## src/hw/rtl/mclbp_pkg.sv

```systemverilog
// shared types and constants for the multi-channel led blink / pulse unit
// no dependencies; imported by the top level, the checker and the bench
package mclbp_pkg;

  localparam int CHANNELS  = 4;
  localparam int TIME_BITS = 32;
  localparam int OUT_BITS  = 4;
  localparam int CFG_BITS  = 16;
  localparam int IDX_BITS  = 2;

  typedef enum logic [2:0] {
    MODE_OFF   = 3'd0,
    MODE_ON    = 3'd1,
    MODE_SLOW  = 3'd2,
    MODE_FAST  = 3'd3,
    MODE_PULSE = 3'd4
  } led_mode_t;

  localparam logic FUNC_SET    = 1'b0;
  localparam logic FUNC_UPDATE = 1'b1;

  localparam logic [IDX_BITS-1:0] REG_SLOW_INTERVAL = 2'd0;
  localparam logic [IDX_BITS-1:0] REG_FAST_INTERVAL = 2'd1;
  localparam logic [IDX_BITS-1:0] REG_PULSE_WIDTH   = 2'd2;

  localparam logic [CFG_BITS-1:0] SLOW_INTERVAL_RESET = 16'd500;
  localparam logic [CFG_BITS-1:0] FAST_INTERVAL_RESET = 16'd150;
  localparam logic [CFG_BITS-1:0] PULSE_WIDTH_RESET   = 16'd50;

  typedef struct packed {
    logic        func;
    logic [1:0]  channel;
    logic [2:0]  led_mode;
    logic [31:0] now_ms;
  } req_t;

  typedef struct packed {
    logic [3:0] led_levels;
    logic [3:0] pulse_busy;
  } res_t;

endpackage

```

## src/hw/rtl/multi_channel_led_blink_pulse_unit.sv

```systemverilog
// path: a request is held in the input register, then its result in the result register
// throughput: one request per cycle while no result is stalled, set by the per-channel
// compare logic; a stalled result holds the input register and the channel state as well
// reset: rst is synchronous; all channels off with leds low, intervals 500/150/50 ms
// file: top level of the led blink / pulse unit, depends on mclbp_pkg
module multi_channel_led_blink_pulse_unit
  import mclbp_pkg::*;
(
  input  logic                clk,
  input  logic                rst,
  input  logic                req_valid,
  output logic                req_stall,
  input  req_t                req_data,
  output logic                res_valid,
  input  logic                res_stall,
  output res_t                res_data,
  input  logic                cfg_we,
  input  logic [IDX_BITS-1:0] cfg_index,
  input  logic [CFG_BITS-1:0] cfg_data
);

  logic [CFG_BITS-1:0] slow_interval_ms;
  logic [CFG_BITS-1:0] fast_interval_ms;
  logic [CFG_BITS-1:0] pulse_width_ms;

  logic [2:0]           requested_mode   [CHANNELS];
  logic [2:0]           applied_mode     [CHANNELS];
  logic                 pulse_running    [CHANNELS];
  logic [TIME_BITS-1:0] pulse_start_time [CHANNELS];
  logic [TIME_BITS-1:0] last_toggle_time [CHANNELS];
  logic                 led_level        [CHANNELS];

  logic [2:0]           requested_mode_next   [CHANNELS];
  logic [2:0]           applied_mode_next     [CHANNELS];
  logic                 pulse_running_next    [CHANNELS];
  logic [TIME_BITS-1:0] pulse_start_time_next [CHANNELS];
  logic [TIME_BITS-1:0] last_toggle_time_next [CHANNELS];
  logic                 led_level_next        [CHANNELS];

  logic  held_valid;
  req_t  held;
  logic  go;
  res_t  res_next;

  assign go        = held_valid && (!res_valid || !res_stall);
  assign req_stall = held_valid && !go;

  // config registers
  always_ff @(posedge clk) begin
    if (rst) begin
      slow_interval_ms <= SLOW_INTERVAL_RESET;
      fast_interval_ms <= FAST_INTERVAL_RESET;
      pulse_width_ms   <= PULSE_WIDTH_RESET;
    end else if (cfg_we) begin
      case (cfg_index)
        REG_SLOW_INTERVAL: slow_interval_ms <= cfg_data;
        REG_FAST_INTERVAL: fast_interval_ms <= cfg_data;
        REG_PULSE_WIDTH:   pulse_width_ms   <= cfg_data;
        default: ;
      endcase
    end
  end

  // input register
  always_ff @(posedge clk) begin
    if (rst) begin
      held_valid <= 1'b0;
    end else if (go || !held_valid) begin
      held_valid <= req_valid;
    end
  end

  always_ff @(posedge clk) begin
    if (req_valid && !req_stall) begin
      held <= req_data;
    end
  end

  // per-channel service, all channels side by side
  always_comb begin
    logic [TIME_BITS-1:0] now;
    logic [2:0]           req;
    logic [TIME_BITS-1:0] interval;
    logic                 set_ok;

    now      = TIME_BITS'(held.now_ms);
    req      = MODE_OFF;
    interval = '0;
    set_ok   = (held.led_mode <= MODE_PULSE) && ({30'd0, held.channel} < CHANNELS);
    for (int c = 0; c < CHANNELS; c++) begin
      requested_mode_next[c]   = requested_mode[c];
      applied_mode_next[c]     = applied_mode[c];
      pulse_running_next[c]    = pulse_running[c];
      pulse_start_time_next[c] = pulse_start_time[c];
      last_toggle_time_next[c] = last_toggle_time[c];
      led_level_next[c]        = led_level[c];

      if (held.func == FUNC_SET) begin
        if (set_ok && (32'(held.channel) == 32'(c))) begin
          requested_mode_next[c] = held.led_mode;
        end
      end else begin
        // pending pulse is consumed first
        if (requested_mode[c] == MODE_PULSE) begin
          requested_mode_next[c]   = MODE_OFF;
          pulse_running_next[c]    = 1'b1;
          pulse_start_time_next[c] = now;
          led_level_next[c]        = 1'b1;
        end
        req = requested_mode_next[c];

        if (pulse_running_next[c]) begin
          if ((now - pulse_start_time_next[c]) >= TIME_BITS'(pulse_width_ms)) begin
            pulse_running_next[c] = 1'b0;
            led_level_next[c]     = 1'b0;
          end
        end else begin
          if (req != applied_mode[c]) begin
            applied_mode_next[c]     = req;
            last_toggle_time_next[c] = now;
            if (req == MODE_OFF) begin
              led_level_next[c] = 1'b0;
            end else if (req == MODE_ON) begin
              led_level_next[c] = 1'b1;
            end
          end
          case (req)
            MODE_SLOW: interval = TIME_BITS'(slow_interval_ms);
            MODE_FAST: interval = TIME_BITS'(fast_interval_ms);
            default:   interval = '0;
          endcase
          if ((interval != '0) && ((now - last_toggle_time_next[c]) >= interval)) begin
            led_level_next[c]        = !led_level_next[c];
            last_toggle_time_next[c] = now;
          end
        end
      end
    end

    res_next = '0;
    for (int i = 0; i < OUT_BITS; i++) begin
      if (i < CHANNELS) begin
        res_next.led_levels[i] = led_level_next[i];
        res_next.pulse_busy[i] = pulse_running_next[i];
      end
    end
  end

  always_ff @(posedge clk) begin
    if (rst) begin
      for (int c = 0; c < CHANNELS; c++) begin
        requested_mode[c]   <= MODE_OFF;
        applied_mode[c]     <= MODE_OFF;
        pulse_running[c]    <= 1'b0;
        pulse_start_time[c] <= '0;
        last_toggle_time[c] <= '0;
        led_level[c]        <= 1'b0;
      end
    end else if (go) begin
      for (int c = 0; c < CHANNELS; c++) begin
        requested_mode[c]   <= requested_mode_next[c];
        applied_mode[c]     <= applied_mode_next[c];
        pulse_running[c]    <= pulse_running_next[c];
        pulse_start_time[c] <= pulse_start_time_next[c];
        last_toggle_time[c] <= last_toggle_time_next[c];
        led_level[c]        <= led_level_next[c];
      end
    end
  end

  // result register
  always_ff @(posedge clk) begin
    if (rst) begin
      res_valid <= 1'b0;
    end else if (go) begin
      res_valid <= 1'b1;
    end else if (!res_stall) begin
      res_valid <= 1'b0;
    end
  end

  always_ff @(posedge clk) begin
    if (go) begin
      res_data <= res_next;
    end
  end

endmodule

```

## config.mk

```make
export PLATFORM = sky130hd
export DESIGN_NAME = multi_channel_led_blink_pulse_unit
export DESIGN_NICKNAME = d
export VERILOG_FILES = /design/src/hw/rtl/mclbp_pkg.sv /design/src/hw/rtl/multi_channel_led_blink_pulse_unit.sv
export SDC_FILE = /design/constraint.sdc
export NUM_CORES = 2
export LEC_CHECK = 0
export ABC_AREA = 1
export BUFFER_PORTS_ARGS = -buffer_cell sky130_fd_sc_hd__buf_4
export CAP_MARGIN = 0
export CORE_UTILIZATION = 40
export CTS_BUF_LIST = sky130_fd_sc_hd__clkbuf_4 sky130_fd_sc_hd__clkbuf_8
export DETAILED_ROUTE_END_ITERATION = 8
export PLACE_DENSITY = 0.62
export SKIP_LAST_GASP = 1
export SYNTH_ARGS = -nofsm -noshare
export SYNTH_HDL_FRONTEND = slang
export SYNTH_SLANG_ARGS = --single-unit
```

## constraint.sdc

```tcl
create_clock -name clk -period 11 [get_ports clk]
set_input_delay 2.2 -clock clk [delete_from_list [all_inputs] [get_ports clk]]
set_output_delay 2.2 -clock clk [all_outputs]
set_load 0.005 [all_outputs]
```

==> flow_summary.html <==
<table>
<tr><th>Metric</th><th>Value</th></tr>
<tr><th colspan="2">Run status</th></tr>
<tr><td>Run status</td><td>complete, no violations</td></tr>
<tr><th colspan="2">Worst setup path</th></tr>
<tr><td>Cell with the most instances on the worst path</td><td>sky130_fd_sc_hd__nand2_1</td></tr>
<tr><td>Required @ worst endpoint</td><td>11430 ps</td></tr>
<tr><td>Reg2Reg Launch Point</td><td>held[6]</td></tr>
<tr><td>Largest stage delay on the critical path</td><td>890 ps</td></tr>
<tr><td>Critical Path Source</td><td>held[6]</td></tr>
<tr><td>Max FO, Critical Path</td><td>32</td></tr>
<tr><td>Setup crit end</td><td>led_level[2]</td></tr>
<tr><td>Crit path capture type</td><td>flop</td></tr>
<tr><td>R2r worst-path depth</td><td>30</td></tr>
<tr><td>WS Path Type</td><td>flop to flop</td></tr>
<tr><td>Data arrival time at the worst-slack endpoint</td><td>a little over 7000 ps</td></tr>
<tr><td>Crit path max-delay cell type</td><td>sky130_fd_sc_hd__clkinv_1</td></tr>
<tr><td>Setup slack of the worst register-to-register path</td><td>4350 ps</td></tr>
<tr><td>Destination of the worst register-to-register timing path</td><td>led_level[2]</td></tr>
<tr><td>Launching element type of the critical path</td><td>flop</td></tr>
<tr><th colspan="2">Run</th></tr>
<tr><td>Max-capacitance violation count</td><td>0</td></tr>
<tr><th colspan="2">Final layout</th></tr>
<tr><td>Post-route cell area</td><td>between 40000 and 50000 sq um</td></tr>
<tr><td>Number of nets in the layout</td><td>5744</td></tr>
<tr><td>Growth of design area from synthesis to finish</td><td>9.96%</td></tr>
<tr><td>Filler cell count</td><td>9429</td></tr>
<tr><td>Proportion of layout cells with a drive suffix above 1</td><td>0.0624</td></tr>
<tr><th colspan="2">Floorplanning</th></tr>
<tr><td>Effective utilization at floorplan</td><td>0.406</td></tr>
<tr><td>Number of top-level pins</td><td>71</td></tr>
<tr><td>Core Footprint</td><td>around 90000 sq um</td></tr>
<tr><td>Num rows</td><td>110</td></tr>
<tr><td>Horizontal extent of the die</td><td>between 300 and 400 microns</td></tr>
<tr><td>Die span in y</td><td>between 300 and 400 microns</td></tr>
<tr><td>Area enclosed by the die boundary</td><td>92800 sq um</td></tr>
<tr><th colspan="2">Synthesis</th></tr>
<tr><td>Sequential-to-total area share from yosys stat</td><td>0.301</td></tr>
<tr><td>Post-Synthesis Cell Area</td><td>36600 sq um</td></tr>
<tr><td>Synth top area share</td><td>0.274</td></tr>
<tr><td>Leading post-synthesis cells by cell area</td><td>sky130_fd_sc_hd__edfxtp_1 (27%), sky130_fd_sc_hd__nand2_1 (12%), sky130_fd_sc_hd__ha_1 (12%)</td></tr>
<tr><td>Post-synthesis async set-or-reset flop share</td><td>0</td></tr>
<tr><td>Commonest register cell after synthesis</td><td>sky130_fd_sc_hd__edfxtp_1</td></tr>
<tr><td>Average cell area after synthesis</td><td>7.00 sq um</td></tr>
<tr><td>Cell accounting for the most synthesized area</td><td>sky130_fd_sc_hd__edfxtp_1</td></tr>
<tr><td>Net count after synthesis</td><td>5661</td></tr>
<tr><td>Post-synthesis register bit count</td><td>384</td></tr>
<tr><td>Number of distinct standard cells referenced by the synthesized netlist</td><td>57</td></tr>
<tr><td>Number of synthesis warnings</td><td>0</td></tr>
<tr><td>Number of flops mapped to enable cells by yosys</td><td>334</td></tr>
<tr><td>Gate count of the mapped netlist</td><td>approximately 5200</td></tr>
<tr><th colspan="2">Pwr</th></tr>
<tr><td>Static leakage</td><td>17.8 nW</td></tr>
<tr><td>Peak VDD IR</td><td>104 uV</td></tr>
<tr><td>Tot Pwr</td><td>6.30 mW</td></tr>
<tr><td>Pwr Density</td><td>157 nW/um^2</td></tr>
<tr><th colspan="2">Route</th></tr>
<tr><td>Via total after detailed routing</td><td>approximately 38000</td></tr>
<tr><td>First-pass detailed-route iteration total</td><td>6</td></tr>
<tr><td>Detailed-route wire length per cell</td><td>23.4 microns</td></tr>
<tr><td>Wire length reported by the detailed router</td><td>roughly 150 mm</td></tr>
<tr><td>Number of vias per cell after detailed routing</td><td>5.78</td></tr>
<tr><td>DR DRC count</td><td>0</td></tr>
<tr><td>Iter 0 DRT Violations</td><td>4604</td></tr>
<tr><td>Antenna viol nets, final</td><td>0</td></tr>
<tr><th colspan="2">Clock network</th></tr>
<tr><td>Root Buffer</td><td>sky130_fd_sc_hd__clkbuf_8</td></tr>
<tr><td># hold bufs at CTS</td><td>0</td></tr>
<tr><td>Buffer levels on the longest clock path</td><td>3</td></tr>
<tr><td>Clock latency on the worst-skew pair</td><td>740 ps</td></tr>
<tr><td>Number of gates resized after CTS</td><td>0</td></tr>
<tr><td>Total clock sinks</td><td>384</td></tr>
<tr><td>Clock tree from TritonCTS</td><td>done</td></tr>
<tr><td>Number of post-CTS setup repair buffers</td><td>0</td></tr>
<tr><td># H-tree levels</td><td>3</td></tr>
<tr><td>Inserted Clock Buffers</td><td>77</td></tr>
<tr><td>Clk slew on worst S/H paths</td><td>60 ps</td></tr>
<tr><th colspan="2">STA</th></tr>
<tr><td>Slew at the pin closest to its max-slew limit</td><td>1190 ps</td></tr>
<tr><td>Post-route worst hold slack</td><td>about 500 ps</td></tr>
<tr><td>Portion of the clock cycle consumed by the worst path in the final layout</td><td>0.605</td></tr>
<tr><td>Setup repair after global routing missed its margin</td><td>false</td></tr>
<tr><td>Summed negative setup slack over all endpoints</td><td>0 ps</td></tr>
<tr><td>Max-slew violation count</td><td>0</td></tr>
<tr><td>Worst Skew</td><td>71.3 ps</td></tr>
<tr><td>Total count of hold-check failures in the final report</td><td>0</td></tr>
<tr><td>Final setup viols</td><td>0</td></tr>
<tr><td>Minimum clock period</td><td>6650 ps</td></tr>
<tr><td>Setup slack after layout</td><td>4350 ps</td></tr>
<tr><td>Relative slew margins</td><td>0.205</td></tr>
<tr><td>Maximum frequency from static timing analysis</td><td>150 MHz</td></tr>
<tr><th colspan="2">Placement</th></tr>
<tr><td>Routability-driven placement congestion ratio</td><td>1.02</td></tr>
<tr><td>Worst slack after detailed placement</td><td>roughly 4600 ps</td></tr>
<tr><td>Port buffer count</td><td>70</td></tr>
<tr><td>DPL Wire Length</td><td>111 mm</td></tr>
<tr><td>Post-DP Area</td><td>about 39000 sq um</td></tr>
<tr><th colspan="2">GRT</th></tr>
<tr><td>Global-route wire length before repair</td><td>around 230 mm</td></tr>
<tr><td>Number of global-route vias before repair</td><td>34900</td></tr>
<tr><td>Remaining global-route overflow</td><td>0</td></tr>
<tr><td>GRT Total Usage</td><td>0.324</td></tr>
<tr><td>Antenna violations before repair</td><td>9</td></tr>
<tr><td>Maximum number of pins on one net before global-route repair</td><td>132</td></tr>
<tr><th colspan="2">Min path</th></tr>
<tr><td>Hold WC Path Type</td><td>flop to flop</td></tr>
</table>
[routing by layer]
metal,share of wire,up-vias,global-route usage
li1,-,18200,-
met1,0.44,17600,0.453
met2,0.41,1742,0.477
met3,0.10,302,0.0642
met4,0.054,0,0.155
met5,0,-,0
[cell type report]
cell class | instances | area [sq um] | area share
multi-input cells | 4133 | 22900 | 0.568
flip-flops and latches | 384 | 11000 | 0.274
inverters | 582 | 2180 | 0.0543
well taps | 1176 | 1470 | 0.0365
clock buffers | 107 | 1340 | 0.0332
repair buffers | 138 | 1050 | 0.0260
clock inverters | 27 | 312 | 0.00774
diodes | 5 | 12.5 | 0.000311
[placed cells by master (no fill, tap or decap), drive strengths merged, types with 18 or more instances in the layout]
cell type / synthesis / layout
nand2: 1221 / 1221
o21ai: 627 / 627
inv: 569 / 572
nor2: 552 / 552
a21oi: 517 / 517
ha: 360 / 360
edfxtp: 334 / 334
nand3: 220 / 220
buf: 38 / 138
xor2: 107 / 107
clkbuf: 96 / 107
nand4: 80 / 80
nor3: 78 / 78
xnor2: 52 / 52
dfxtp: 50 / 50
o22ai: 42 / 42
nand3b: 32 / 32
a21o: 31 / 31
a31oi: 29 / 29
clkinv: 13 / 28
a22oi: 25 / 25
o211ai: 19 / 19
o21a: 18 / 18
[metrics by stage]
| step | utilization | instances |
|---|---|---|
| after detailed placement | 0.428 | 6413 |
| after global routing | 0.446 | 6549 |
| after CTS | 0.446 | 6547 |
| final | 0.446 | 6552 |
| after floorplan | - | 5233 |
| after global placement | 0.428 | 6413 |
[cells by family (layout without fill, tap and decap cells)]
logic type                 count (synthesis)  in the layout  synth area share
AOI/OAI and AO/OA                       1380           1380             0.204
xor gates and xnor gates                 159            159            0.0382
adders and majority gates                367            367             0.127
buffers and inverters                    716            854            0.0760
DFF                                      384            384             0.301
other                                      0              5                 0
and+or+nand+nor                         2227           2227             0.254
[synthesized netlist by cell type (all sizes together), types with 8 or more instances]
cell type / n
a211oi: 17
a21boi: 15
a21o: 31
a21oi: 517
a22oi: 25
a31oi: 29
and3: 8
buf: 38
clkbuf: 96
clkinv: 13
dfxtp: 50
edfxtp: 334
ha: 360
inv: 569
nand2: 1221
nand3: 220
nand3b: 32
nand4: 80
nor2: 552
nor3: 78
nor4: 13
o211ai: 19
o21a: 18
o21ai: 627
o21bai: 14
o22ai: 42
or2: 14
xnor2: 52
xor2: 107
[where the power goes]
part	switching [mW]	leakage, nW	internal, mW	total, mW
logic	1.97	13.1	0.938	2.91
registers	0.0395	3.79	1.71	1.75
clock network	0.707	0.856	0.946	1.65
total	2.71	17.8	3.59	6.30
[flip-flops by register name, indices dropped and copies added (netlist names)]
| name | cells |
|---|---|
| last_toggle_time | 128 |
| pulse_start_time | 128 |
| held | 38 |
| fast_interval_ms | 16 |
| pulse_width_ms | 16 |
| slow_interval_ms | 16 |
| applied_mode | 12 |
| requested_mode | 12 |
| res_data | 8 |
| led_level | 4 |
| pulse_running | 4 |
| held_valid | 1 |
| res_valid | 1 |
[worst max-delay path, delay by kind of cell (launching register included)]
kind	cells	cell delay, ps
simple gates	20	2770
fa+ha+maj	2	730
compound gates	4	560
flops	1	320
buf+inv	3	1680
xor+xnor	1	270
[how the worst min path moves through the flow]
stage / from / to / slack (ps) / cells past startpoint
floorplan: held_valid / res_valid / 450 / 2
global placement: held_valid / res_valid / 490 / 2
detailed placement: held_valid / res_valid / 490 / 2
CTS: held_valid / res_valid / 500 / 2
global route: res_valid / res_valid / 540 / 2
finish: held_valid / res_valid / 500 / 2
Note: power is estimated with default switching activity, not from simulation.
